### src/rtl/playfair_cipher_encrypt_macros.svh
// ============================================================================
// Playfair encryptor assertion macros
// Shared concurrent assertion forms, clocked on clk and disabled in reset.
// ============================================================================
`ifndef PLAYFAIR_CIPHER_ENCRYPT_MACROS_SVH
`define PLAYFAIR_CIPHER_ENCRYPT_MACROS_SVH

// Same-cycle implication.
`define PCE_ASSERT_IMPL(label, ante, cons) \
    label: assert property (@(posedge clk) disable iff (!rst_n) (ante) |-> (cons)) \
        else $error("playfair assertion failed");

// Next-cycle implication.
`define PCE_ASSERT_NEXT(label, ante, cons) \
    label: assert property (@(posedge clk) disable iff (!rst_n) (ante) |=> (cons)) \
        else $error("playfair assertion failed");

`endif

### src/rtl/pce_pkg.sv
// ============================================================================
// Playfair encryptor package
// Widths, letter and command codes, and square geometry helpers.
// ============================================================================
`default_nettype none

package pce_pkg;

    localparam int SQUARE_SIDE = 5;
    localparam int CELL_COUNT  = SQUARE_SIDE * SQUARE_SIDE;
    localparam int CELL_W      = $clog2(CELL_COUNT);
    localparam int ROW_W       = $clog2(SQUARE_SIDE);
    localparam int ALPHABET    = 26;
    localparam int LETTER_W    = 5;
    localparam int FUNC_W      = 2;

    localparam int S_TDATA_W = 8;
    localparam int M_TDATA_W = 16;
    localparam int M_PAD_W   = M_TDATA_W - 2 * LETTER_W;

    localparam int QUEUE_DEPTH = 2;
    localparam int QPTR_W      = $clog2(QUEUE_DEPTH);
    localparam int QCNT_W      = $clog2(QUEUE_DEPTH + 1);

    localparam logic [LETTER_W-1:0] CODE_I = 5'd8;
    localparam logic [LETTER_W-1:0] CODE_J = 5'd9;
    localparam logic [LETTER_W-1:0] CODE_X = 5'd23;

    localparam logic [FUNC_W-1:0] FUNC_KEY  = 2'd0;
    localparam logic [FUNC_W-1:0] FUNC_SEAL = 2'd1;
    localparam logic [FUNC_W-1:0] FUNC_MSG  = 2'd2;
    localparam logic [FUNC_W-1:0] FUNC_END  = 2'd3;

    typedef struct packed {
        logic [FUNC_W-1:0]   func;
        logic [LETTER_W-1:0] code;
    } q_item_t;

    function automatic logic [ROW_W-1:0] cell_row(input logic [CELL_W-1:0] c);
        logic [ROW_W-1:0] row;
        row = '0;
        for (int r = 1; r < SQUARE_SIDE; r++)
        begin
            if (c >= CELL_W'(r * SQUARE_SIDE))
                row = ROW_W'(r);
        end
        return row;
    endfunction

    function automatic logic [CELL_W-1:0] cell_at(input logic [ROW_W-1:0] row,
                                                  input logic [ROW_W-1:0] col);
        return CELL_W'(int'(row) * SQUARE_SIDE + int'(col));
    endfunction

    function automatic logic [ROW_W-1:0] cell_col(input logic [CELL_W-1:0] c);
        logic [CELL_W-1:0] base;
        base = cell_at(cell_row(c), '0);
        return ROW_W'(c - base);
    endfunction

    function automatic logic [ROW_W-1:0] step_wrap(input logic [ROW_W-1:0] x);
        return (x == ROW_W'(SQUARE_SIDE - 1)) ? '0 : x + ROW_W'(1);
    endfunction

endpackage

`default_nettype wire

### src/rtl/pce_ram.sv
// ============================================================================
// Generic RAM
// One write port and one read port with registered read data.
// ============================================================================
`default_nettype none

module pce_ram #(
    parameter int WIDTH = 8,
    parameter int DEPTH = 32
) (
    input  wire logic                     clk,
    input  wire logic                     we,
    input  wire logic [$clog2(DEPTH)-1:0] waddr,
    input  wire logic [WIDTH-1:0]         wdata,
    input  wire logic                     re,
    input  wire logic [$clog2(DEPTH)-1:0] raddr,
    output logic      [WIDTH-1:0]         rdata
);

    logic [WIDTH-1:0] mem [DEPTH];

    always_ff @(posedge clk)
    begin
        if (we)
            mem[waddr] <= wdata;
        if (re)
            rdata <= mem[raddr];
    end

endmodule

`default_nettype wire

### src/rtl/pce_front.sv
// ============================================================================
// Playfair encryptor front end
// Accepts input words, drops bad letters, folds J into I, and queues commands.
// ============================================================================
`default_nettype none

`include "playfair_cipher_encrypt_macros.svh"

module pce_front
    import pce_pkg::*;
(
    input  wire logic                clk,
    input  wire logic                rst_n,
    input  wire logic                in_valid,
    output logic                     in_ready,
    input  wire logic [FUNC_W-1:0]   in_func,
    input  wire logic [LETTER_W-1:0] in_letter,
    output logic                     q_valid,
    output q_item_t                  q_item,
    input  wire logic                q_pop
);

    q_item_t             entry_reg [QUEUE_DEPTH];
    logic [QPTR_W-1:0]   wr_ptr_reg, wr_ptr_next;
    logic [QPTR_W-1:0]   rd_ptr_reg, rd_ptr_next;
    logic [QCNT_W-1:0]   count_reg, count_next;
    logic                keep;
    logic                push;
    logic                pop;
    q_item_t             item_in;

    // Key and message letters past Z never reach the back end.
    assign keep = !(((in_func == FUNC_KEY) || (in_func == FUNC_MSG))
                    && (in_letter >= LETTER_W'(ALPHABET)));

    assign item_in.func = in_func;
    assign item_in.code = (in_letter == CODE_J) ? CODE_I : in_letter;

    assign in_ready = (count_reg != QCNT_W'(QUEUE_DEPTH));
    assign push     = in_valid && in_ready && keep;
    assign q_valid  = (count_reg != '0);
    assign q_item   = entry_reg[rd_ptr_reg];
    assign pop      = q_pop && q_valid;

    always_comb
    begin
        wr_ptr_next = wr_ptr_reg;
        rd_ptr_next = rd_ptr_reg;
        count_next  = count_reg;
        if (push)
            wr_ptr_next = (wr_ptr_reg == QPTR_W'(QUEUE_DEPTH - 1)) ? '0
                                                                   : wr_ptr_reg + QPTR_W'(1);
        if (pop)
            rd_ptr_next = (rd_ptr_reg == QPTR_W'(QUEUE_DEPTH - 1)) ? '0
                                                                   : rd_ptr_reg + QPTR_W'(1);
        if (push && !pop)
            count_next = count_reg + QCNT_W'(1);
        else if (pop && !push)
            count_next = count_reg - QCNT_W'(1);
    end

    always_ff @(posedge clk or negedge rst_n)
    begin
        if (!rst_n)
        begin
            wr_ptr_reg <= '0;
            rd_ptr_reg <= '0;
            count_reg  <= '0;
        end
        else
        begin
            wr_ptr_reg <= wr_ptr_next;
            rd_ptr_reg <= rd_ptr_next;
            count_reg  <= count_next;
        end
    end

    always_ff @(posedge clk)
    begin
        if (push)
            entry_reg[wr_ptr_reg] <= item_in;
    end

    `PCE_ASSERT_IMPL(a_count_bound, 1'b1, count_reg <= QCNT_W'(QUEUE_DEPTH))
    `PCE_ASSERT_IMPL(a_code_range,
                     q_valid && ((q_item.func == FUNC_KEY) || (q_item.func == FUNC_MSG)),
                     q_item.code < LETTER_W'(ALPHABET))
    `PCE_ASSERT_NEXT(a_push_grows, push && !pop, count_reg == $past(count_reg) + QCNT_W'(1))

endmodule

`default_nettype wire

### src/rtl/pce_back.sv
// ============================================================================
// Playfair encryptor back end
// Builds the key square, tracks the open pair, enciphers pairs and flags unsealed messages.
// ============================================================================
`default_nettype none

`include "playfair_cipher_encrypt_macros.svh"

module pce_back
    import pce_pkg::*;
(
    input  wire logic                clk,
    input  wire logic                rst_n,
    input  wire logic                q_valid,
    input  wire q_item_t             q_item,
    output logic                     q_pop,
    input  wire logic                out_ready,
    output logic                     out_valid,
    output logic [LETTER_W-1:0]      out_first,
    output logic [LETTER_W-1:0]      out_second,
    output logic                     out_status
);

    localparam logic [1:0] ST_IDLE = 2'd0;
    localparam logic [1:0] ST_SEAL = 2'd1;
    localparam logic [1:0] ST_ADDR = 2'd2;
    localparam logic [1:0] ST_DATA = 2'd3;

    logic [1:0]          state_reg, state_next;
    logic [LETTER_W-1:0] sq_reg [CELL_COUNT];
    logic [CELL_W-1:0]   fill_count_reg;
    logic [ALPHABET-1:0] used_reg;
    logic                sealed_reg, sealed_next;
    logic                pending_valid_reg, pending_valid_next;
    logic [LETTER_W-1:0] pending_letter_reg, pending_letter_next;
    logic [LETTER_W-1:0] seal_cnt_reg, seal_cnt_next;
    logic [CELL_W-1:0]   pa_reg, pa_next;
    logic [CELL_W-1:0]   pb_reg, pb_next;
    logic                out_valid_reg;
    logic [LETTER_W-1:0] out_first_reg, out_second_reg;
    logic                out_status_reg;

    logic                slot_free;
    logic                place_req;
    logic                place_en;
    logic [LETTER_W-1:0] place_code;
    logic [LETTER_W-1:0] look_b;
    logic [CELL_W-1:0]   hit_a, hit_b;
    logic                err_load;
    logic                pair_load;
    logic                ram_re;
    logic [ROW_W-1:0]    ra, ca, rb, cb;
    logic [CELL_W-1:0]   fa, fb;
    logic [LETTER_W-1:0] rd_first, rd_second;

    assign slot_free = !out_valid_reg || out_ready;

    // The first letter of a pair is always the open one; a doubled letter
    // pairs with X just as the end command does.
    assign look_b = ((q_item.func == FUNC_MSG) && (pending_letter_reg != q_item.code))
                    ? q_item.code : CODE_X;

    // Parallel match over the square cells; after sealing every code is unique.
    always_comb
    begin
        hit_a = '0;
        hit_b = '0;
        for (int c = 0; c < CELL_COUNT; c++)
        begin
            if (sq_reg[c] == pending_letter_reg)
                hit_a = hit_a | CELL_W'(c);
            if (sq_reg[c] == look_b)
                hit_b = hit_b | CELL_W'(c);
        end
    end

    assign place_en = place_req && (fill_count_reg < CELL_W'(CELL_COUNT))
                      && !used_reg[place_code];

    always_comb
    begin
        state_next          = state_reg;
        sealed_next         = sealed_reg;
        pending_valid_next  = pending_valid_reg;
        pending_letter_next = pending_letter_reg;
        seal_cnt_next       = seal_cnt_reg;
        pa_next             = pa_reg;
        pb_next             = pb_reg;
        q_pop               = 1'b0;
        place_req           = 1'b0;
        place_code          = q_item.code;
        err_load            = 1'b0;
        pair_load           = 1'b0;
        ram_re              = 1'b0;
        unique case (state_reg)
            ST_IDLE:
            begin
                if (q_valid)
                begin
                    unique case (q_item.func)
                        FUNC_KEY:
                        begin
                            q_pop     = 1'b1;
                            place_req = !sealed_reg;
                        end
                        FUNC_SEAL:
                        begin
                            q_pop = 1'b1;
                            if (!sealed_reg)
                            begin
                                seal_cnt_next = '0;
                                state_next    = ST_SEAL;
                            end
                        end
                        FUNC_MSG:
                        begin
                            priority if (!sealed_reg)
                            begin
                                if (slot_free)
                                begin
                                    q_pop    = 1'b1;
                                    err_load = 1'b1;
                                end
                            end
                            else if (!pending_valid_reg)
                            begin
                                q_pop               = 1'b1;
                                pending_valid_next  = 1'b1;
                                pending_letter_next = q_item.code;
                            end
                            else
                            begin
                                q_pop      = 1'b1;
                                pa_next    = hit_a;
                                pb_next    = hit_b;
                                state_next = ST_ADDR;
                                if (pending_letter_reg != q_item.code)
                                    pending_valid_next = 1'b0;
                            end
                        end
                        FUNC_END:
                        begin
                            q_pop = 1'b1;
                            if (sealed_reg && pending_valid_reg)
                            begin
                                pa_next            = hit_a;
                                pb_next            = hit_b;
                                state_next         = ST_ADDR;
                                pending_valid_next = 1'b0;
                            end
                        end
                    endcase
                end
            end
            ST_SEAL:
            begin
                // One alphabet letter per cycle, J skipped.
                place_req  = (seal_cnt_reg != CODE_J);
                place_code = seal_cnt_reg;
                if (seal_cnt_reg == LETTER_W'(ALPHABET - 1))
                begin
                    sealed_next = 1'b1;
                    state_next  = ST_IDLE;
                end
                else
                    seal_cnt_next = seal_cnt_reg + LETTER_W'(1);
            end
            ST_ADDR:
            begin
                ram_re     = 1'b1;
                state_next = ST_DATA;
            end
            ST_DATA:
            begin
                if (slot_free)
                begin
                    pair_load  = 1'b1;
                    state_next = ST_IDLE;
                end
            end
        endcase
    end

    // Cell rule: same row steps right, same column steps down, else swap columns.
    always_comb
    begin
        ra = cell_row(pa_reg);
        ca = cell_col(pa_reg);
        rb = cell_row(pb_reg);
        cb = cell_col(pb_reg);
        priority if (ra == rb)
        begin
            fa = cell_at(ra, step_wrap(ca));
            fb = cell_at(rb, step_wrap(cb));
        end
        else if (ca == cb)
        begin
            fa = cell_at(step_wrap(ra), ca);
            fb = cell_at(step_wrap(rb), cb);
        end
        else
        begin
            fa = cell_at(ra, cb);
            fb = cell_at(rb, ca);
        end
    end

    pce_ram #(
        .WIDTH (LETTER_W),
        .DEPTH (CELL_COUNT)
    ) u_ram_first (
        .clk   (clk),
        .we    (place_en),
        .waddr (fill_count_reg),
        .wdata (place_code),
        .re    (ram_re),
        .raddr (fa),
        .rdata (rd_first)
    );

    pce_ram #(
        .WIDTH (LETTER_W),
        .DEPTH (CELL_COUNT)
    ) u_ram_second (
        .clk   (clk),
        .we    (place_en),
        .waddr (fill_count_reg),
        .wdata (place_code),
        .re    (ram_re),
        .raddr (fb),
        .rdata (rd_second)
    );

    always_ff @(posedge clk or negedge rst_n)
    begin
        if (!rst_n)
        begin
            state_reg          <= ST_IDLE;
            for (int c = 0; c < CELL_COUNT; c++)
                sq_reg[c] <= '0;
            fill_count_reg     <= '0;
            used_reg           <= '0;
            sealed_reg         <= 1'b0;
            pending_valid_reg  <= 1'b0;
            pending_letter_reg <= '0;
            seal_cnt_reg       <= '0;
            out_valid_reg      <= 1'b0;
        end
        else
        begin
            state_reg          <= state_next;
            sealed_reg         <= sealed_next;
            pending_valid_reg  <= pending_valid_next;
            pending_letter_reg <= pending_letter_next;
            seal_cnt_reg       <= seal_cnt_next;
            if (place_en)
            begin
                sq_reg[fill_count_reg] <= place_code;
                fill_count_reg         <= fill_count_reg + CELL_W'(1);
                used_reg[place_code]   <= 1'b1;
            end
            if (err_load || pair_load)
                out_valid_reg <= 1'b1;
            else if (out_ready)
                out_valid_reg <= 1'b0;
        end
    end

    always_ff @(posedge clk)
    begin
        pa_reg <= pa_next;
        pb_reg <= pb_next;
        if (err_load)
        begin
            out_first_reg  <= '0;
            out_second_reg <= '0;
            out_status_reg <= 1'b1;
        end
        else if (pair_load)
        begin
            out_first_reg  <= rd_first;
            out_second_reg <= rd_second;
            out_status_reg <= 1'b0;
        end
    end

    assign out_valid  = out_valid_reg;
    assign out_first  = out_first_reg;
    assign out_second = out_second_reg;
    assign out_status = out_status_reg;

    `PCE_ASSERT_IMPL(a_sealed_full, sealed_reg, fill_count_reg == CELL_W'(CELL_COUNT))
    `PCE_ASSERT_IMPL(a_used_count, 1'b1, $countones(used_reg) == int'(fill_count_reg))
    `PCE_ASSERT_IMPL(a_pending_sealed, pending_valid_reg, sealed_reg)
    `PCE_ASSERT_IMPL(a_data_after_addr, state_reg == ST_DATA,
                     $past(state_reg) == ST_ADDR || $past(state_reg) == ST_DATA)

endmodule

`default_nettype wire

### src/rtl/playfair_cipher_encrypt.sv
// A message word that closes a pair passes the queue, the cell match, the RAM read and the output register.
// In the back end a key word is placed as it is popped; a pair goes through match, RAM read and output load.
// A seal command holds the back end while it walks the alphabet.
// A 2-word queue keeps input accepted, until it is full, while the back end works or the output stalls.
// Reset clears the square registers, letter set, open pair, queue and output valid; no clearing pass.
`default_nettype none

// ============================================================================
// Playfair encryptor top level
// Key schedule and pair encryption over letter codes 0 to 25.
// ============================================================================

module playfair_cipher_encrypt
    import pce_pkg::*;
(
    input  wire logic                 clk,
    input  wire logic                 rst_n,
    input  wire logic                 s_axis_tvalid,
    output logic                      s_axis_tready,
    input  wire logic [S_TDATA_W-1:0] s_axis_tdata,  // [4:0] letter, [7:5] zero
    input  wire logic [FUNC_W-1:0]    s_axis_tuser,  // [1:0] func
    output logic                      m_axis_tvalid,
    input  wire logic                 m_axis_tready,
    output logic [M_TDATA_W-1:0]      m_axis_tdata,  // [4:0] cipher_first, [9:5] cipher_second
    output logic [0:0]                m_axis_tuser   // [0] status
);

    logic                q_valid;
    q_item_t             q_item;
    logic                q_pop;
    logic [LETTER_W-1:0] cipher_first;
    logic [LETTER_W-1:0] cipher_second;
    logic                status;

    pce_front u_front (
        .clk       (clk),
        .rst_n     (rst_n),
        .in_valid  (s_axis_tvalid),
        .in_ready  (s_axis_tready),
        .in_func   (s_axis_tuser),
        .in_letter (s_axis_tdata[LETTER_W-1:0]),
        .q_valid   (q_valid),
        .q_item    (q_item),
        .q_pop     (q_pop)
    );

    pce_back u_back (
        .clk        (clk),
        .rst_n      (rst_n),
        .q_valid    (q_valid),
        .q_item     (q_item),
        .q_pop      (q_pop),
        .out_ready  (m_axis_tready),
        .out_valid  (m_axis_tvalid),
        .out_first  (cipher_first),
        .out_second (cipher_second),
        .out_status (status)
    );

    assign m_axis_tdata    = {{M_PAD_W{1'b0}}, cipher_second, cipher_first};
    assign m_axis_tuser[0] = status;

endmodule

`default_nettype wire
### config.mk
export PLATFORM = sky130hd
export DESIGN_NAME = playfair_cipher_encrypt
export DESIGN_NICKNAME = d
export VERILOG_FILES = /design/src/rtl/pce_pkg.sv /design/src/rtl/pce_ram.sv /design/src/rtl/pce_front.sv /design/src/rtl/pce_back.sv /design/src/rtl/playfair_cipher_encrypt.sv
export VERILOG_INCLUDE_DIRS = /design/src /design/src/rtl
export SDC_FILE = /design/constraint.sdc
export NUM_CORES = 1
export LEC_CHECK = 0
export BUFFER_PORTS_ARGS = -buffer_cell sky130_fd_sc_hd__buf_2
export CAP_MARGIN = 30
export CORE_ASPECT_RATIO = 1.1
export CORE_UTILIZATION = 25
export CTS_CLUSTER_SIZE = 20
export DETAILED_ROUTE_END_ITERATION = 10
export SETUP_SLACK_MARGIN = 0.5
export SLEW_MARGIN = 15
export SYNTH_ARGS = -nofsm -noshare
export SYNTH_HDL_FRONTEND = slang
export SYNTH_SLANG_ARGS = --single-unit
export TNS_END_PERCENT = 20
### constraint.sdc
create_clock -name clk -period 12.7 [get_ports clk]
set_clock_uncertainty 0.1 [all_clocks]
set_input_delay 1.27 -clock clk [delete_from_list [all_inputs] [get_ports clk]]
set_output_delay 1.27 -clock clk [all_outputs]
set_load 0.005 [all_outputs]
==> results of run 1 <==
-- final cells by class --
| cell class | count | area [um2] |
|---|---|---|
| clock buffer | 58 | 1180 |
| sequential | 340 | 9250 |
| fill | 7912 | 55400 |
| clock inverter | 13 | 141 |
| inverter | 44 | 165 |
| timing repair buffer | 60 | 479 |
| multi-input combinational | 1235 | 9710 |
| tap | 1035 | 1290 |
-- cell usage in the layout (no fill, tap or decap), types with 53 or more instances in the layout --
master and instances:
edfxtp_1 159, nor2_1 53, dfrtp_1 170, mux2_2 124, a21oi_1 62, nand3_1 63
mux2i_1 124, xnor2_1 127, nand2_1 122, xor2_1 130
-- worst register-to-register path: stages, from the launching register on --
cell	delay [ps]
edfxtp_1	500
o21ai_0	690
inv_1	170
nor2_1	360
ha_1	220
inv_1	50
fa_1	690
xnor2_1	170
nand2_1	130
and4b_4	380
or2_1	400
mux2_4	260
o21a_1	110
buf_4	460
mux2i_1	290
mux2i_1	110
a211oi_1	570
nor4_1	130
-- path summary, 6_finish.rpt --
kind | start | end | slack [ps] | cells past startpoint
min in group asynchronous | rst_n | u_back.used_reg[18]$_DFFE_PN0P_ | 470 | 1
max reg2reg | u_back.pb_reg[2]$_SDFFCE_PP1P_ | u_back.u_ram_first.rdata[1]$_DFFE_PP_ | 6630 | 17
min | u_back.used_reg[6]$_DFFE_PN0P_ | u_back.used_reg[6]$_DFFE_PN0P_ | 350 | 1
max | u_back.pb_reg[2]$_SDFFCE_PP1P_ | u_back.u_ram_first.rdata[1]$_DFFE_PP_ | 6630 | 17
max in group asynchronous | rst_n | u_back.sq_reg[107]$_DFFE_PN0P_ | 11150 | 3
min reg2reg | u_back.used_reg[6]$_DFFE_PN0P_ | u_back.used_reg[6]$_DFFE_PN0P_ | 350 | 1
-- report_power, final --
part	total [mW]	internal, mW	switching [mW]
Sequential	1.86	1.56	0.297
Combinational	3.11	1.25	1.86
Clock	1.14	0.687	0.456
-- cell families after synthesis --
logic type | Yosys count | synth area share
mux | 260 | 0.145
other cells | 1 | 0.000191
xor+xnor | 257 | 0.114
flops | 340 | 0.470
fa+ha+maj | 57 | 0.0393
compound gates | 253 | 0.0863
simple gates | 402 | 0.104
buf+inv | 158 | 0.0401
-- metal layers --
| metal | vias up | track usage |
|---|---|---|
| li1 | 6177 | - |
| met1 | 6797 | 0.153 |
| met2 | 335 | 0.234 |
| met3 | 97 | 0.0151 |
| met4 | 0 | 0.0461 |
| met5 | - | 0 |
==> out/metrics.yaml, run 1 <==
crit_chain: "o21ai_0 -> inv_1 -> nor2_1 -> ha_1 -> inv_1 -> fa_1 -> xnor2_1 -> nand2_1 -> and4b_4 -> or2_1 -> mux2_4 -> o21a_1 -> buf_4 -> mux2i_1 -> mux2i_1 -> a211oi_1 -> nor4_1"
fmax_mhz: 165
numCtsBuffers: 39
wl_met3_um: 1960
dr.pass1.iters: 7
hold_violations: 0
worst_pin_slew_ps: 957
die_x_um: 269
fin_ws_ps: 6630
finalNetCount: 1790
htree_levels: 2
maxCapViolations: 0
post_cts_resized: 0
cpLargestDelayFamily: "simple AND/OR/NAND/NOR gates"
outcome: "finished, final reports clean"
synth_area_leaders: "edfxtp_1 (24%), dfrtp_1 (22%), mux2_2 (7.1%)"
met1_length_um: 21700
yosysTopAreaCell: "edfxtp_1"
grt_max_degree: 106
track_usage: 0.127
dp.cells: 2711
fin_cells: 2785
vdd_drop_max_v: 0.000242
critPathSlowestCell: "o21ai_0"
grt_pass1_vias: 13900
synth.top_cell.area_share: 0.243
clkTransAtPathRegs_ps: 60
cts_root_buf: "clkbuf_16"
end_kind: "flop"
synth.avg_cell_area_um2: 11.4
drt-total-wl_um: 51300
pre_cts_slack_ps: 6580
setup_tns_ps: 0
async_flop_share: 0.500
cts.path.max_buffers: 3
io_buffers: 23
path_max_fanout: 37
yosys_most_used_dff: "dfrtp_1"
holdWs_ps: 349
cp-start-kind: "flop"
fp.coreArea_um2: 77600
routed-via-count: 13400
holdCritPathClass: "flop to flop"
placed_cell_area_um2: 20800
dr_wl_met2_um: 26200
start_util: 0.253
rsz0062_at_grt: "no"
layout_min_cycle_time_ps: 6070
yosys_warnings: 0
wl_per_cell_um: 18.4
yosysMostFrequentCell: "dfrtp_1"
required_ps: 12870
ant_nets: 0
top_layer_used: "met4"
boundaryPins: 33
rows: 107
antenna_found_initial: 0
numClockSinks: 340
power.total_mw: 6.12
vias_per_cell: 4.81
syn_to_final_growth_pct: 13.0
min_period_over_period: 0.478
leakage_nw: 9.33
route.detailed.drc: 0
crit_type: "flop to flop"
gp_congestion: 0.856
synthCells: 1728
cts_tree: "done"
dpl.hpwl_um: 33900
layout-drive-gt1-share: 0.166
cpPeakStageDelay_ps: 690
relSlewSlack: 0.360
netlist-cell-type-count: 86
syn_area_um2: 19700
final-setup-viol-count: 0
finalMaxSlewViolations: 0
cts_hold_buf: 0
num_antenna_cells: 0
die_h_um: 296
synth-edff-count: 159
cts_setup_buffers: 0
synthTopCellsByCount: "dfrtp_1 (170), edfxtp_1 (159), xor2_1 (130)"
ys_seq_area_frac: 0.470
finalCoreUtilization: 0.286
design.die.area_um2: 79800
crit_arrival_ps: 6250
cellPowerDensity_nw_per_um2: 275
grt_pass1_wl_um: 80000
timing.critical_path.buf_inv: 3
ys_seq_elements: 340
fin_area_um2: 22200
clock_latency_ps: 560
drt_iter0_drc: 980
grt_overflow: 0
Note: power is estimated with default switching activity, not from simulation.
==> inputs of run 2 (changes only) <==
==> constraint.sdc (replaced) <==
create_clock -name clk -period 4.9 [get_ports clk]
set_clock_uncertainty 0.1 [all_clocks]
set_input_delay 0.49 -clock clk [delete_from_list [all_inputs] [get_ports clk]]
set_output_delay 0.49 -clock clk [all_outputs]
set_load 0.005 [all_outputs]
==> out/metrics.yaml, run 2 (synthesis gave the netlist of run 1 again) <==
vias_per_cell: 4.89
finalNetCount: 1879
cts_tree: "done"
fin_ws_ps: 235
power.total_mw: 18.2
fmax_mhz: 214
rows: 107
track_usage: 0.136
gp_congestion: 0.854
cts.path.max_buffers: 3
vdd_drop_max_v: 0.000377
crit_type: "flop to flop"
cpPeakStageDelay_ps: 530
final-setup-viol-count: 0
die_x_um: 269
cp-start-kind: "flop"
rsz0062_at_grt: "yes"
grt_pass1_wl_um: 84900
holdCritPathClass: "input pin to flop"
dpl.hpwl_um: 36100
layout-drive-gt1-share: 0.278
netSwitchingPower_mw: 7.66
fin_area_um2: 24100
routed-via-count: 14000
seqPwrFrac: 0.265
fp.coreArea_um2: 77600
grt_max_degree: 95
clock_power_share: 0.165
io_buffers: 23
route.detailed.drc: 0
cpLargestDelayFamily: "adder cells"
pre_cts_slack_ps: -183
numClockSinks: 340
antenna_found_initial: 0
dr.pass1.iters: 6
finalMaxSlewViolations: 0
ant_nets: 0
worstRegToRegCells: 19
worst-path-stages: 19
maxCapViolations: 0
crit_arrival_ps: 4850
layout_min_cycle_time_ps: 4670
crit_chain: "maj3_2 -> a221o_1 -> inv_2 -> nor2_4 -> ha_4 -> inv_2 -> fa_2 -> xnor2_2 -> nand2_1 -> and4b_4 -> or2_4 -> buf_6 -> a211oi_4 -> or2_4 -> bufbuf_16 -> mux2i_1 -> mux2i_4 -> o22ai_2 -> nor4_1"
cellPowerDensity_nw_per_um2: 758
grt_pass1_vias: 14400
die_h_um: 296
htree_levels: 2
fill_cells: 7728
clock_latency_ps: 550
drt-total-wl_um: 55400
num_antenna_cells: 0
mostFrequentLayoutCells: "dfrtp_1 (170), edfxtp_1 (159), xor2_1 (130)"
required_ps: 5090
placed_cell_area_um2: 21200
design.die.area_um2: 79800
leakage_nw: 9.98
wl_per_cell_um: 19.3
layout_commonest_cell: "dfrtp_1"
path_max_fanout: 13
holdWs_ps: 43.2
grt_overflow: 0
outcome: "finished, final reports clean"
min_period_over_period: 0.952
numCtsBuffers: 39
cts_root_buf: "clkbuf_16"
p_comb_frac: 0.570
end_kind: "flop"
hold_violations: 0
relSlewSlack: 0.431
intPower_mw: 10.6
hold_depth: 1
clkTransAtPathRegs_ps: 60
drt_iter0_drc: 1087
critPathSlowestCell: "fa_2"
boundaryPins: 33
timing.critical_path.buf_inv: 4
start_util: 0.253
switching_share: 0.420
worst_pin_slew_ps: 848
syn_to_final_growth_pct: 22.3
==> run 2: routing by layer <==
layer / track usage / part of all wire
met5: 0 / 0
met4: 0.0571 / 0.041
met3: 0.0189 / 0.053
met2: 0.240 / 0.49
met1: 0.165 / 0.41
==> run 2: stage by stage <==
stage / utilization / setup TNS, ps / cells
after floorplan: - / 0 / 1733
after global placement: 0.274 / -212 / 2755
after detailed placement: 0.274 / -615 / 2755
after CTS: 0.304 / 0 / 2857
after global routing: 0.310 / 0 / 2874
final: 0.310 / 0 / 2874
==> run 2: path summary, 6_finish.rpt <==
kind	slack (ps)	startpoint	end
max	230	u_back.pb_reg[1]$_SDFFCE_PP1P_	u_back.u_ram_first.rdata[2]$_DFFE_PP_
min	40	s_axis_tuser[1]	u_front.entry_reg[1][6]$_DFFE_PP_
max reg2reg	230	u_back.pb_reg[1]$_SDFFCE_PP1P_	u_back.u_ram_first.rdata[2]$_DFFE_PP_
min reg2reg	350	u_back.used_reg[10]$_DFFE_PN0P_	u_back.used_reg[10]$_DFFE_PN0P_
max in group asynchronous	3270	rst_n	u_back.sq_reg[22]$_DFFE_PN0P_
min in group asynchronous	450	rst_n	u_back.used_reg[22]$_DFFE_PN0P_
==> run 2: cell type report <==
type | instances | area (um2) | area share
inverter | 44 | 165 | 0.00686
timing repair buffer | 149 | 1460 | 0.0608
clock inverter | 16 | 159 | 0.00660
sequential | 340 | 9250 | 0.384
multi-input combinational | 1235 | 10600 | 0.439
clock buffer | 55 | 1170 | 0.0486
tap | 1035 | 1290 | 0.0538
==> run 2: power groups by stage <==
stage	combinational, mW	clock, mW	sequential (mW)
floorplan	6.03	0	4.63
global placement	8.15	0	4.80
detailed placement	8.35	0	4.87
CTS	9.83	3.06	4.82
global route	11.1	3.16	4.94
finish	10.4	3.00	4.84
==> run 2: repair_timing <==
item,in CTS,in global routing
pin swaps,38,37
setup endpoints to repair,10,17
gates resized for setup,128,56
cloned,8,3
hold buffers,1,0
hold endpoints to repair,76,0
setup buffers,22,13
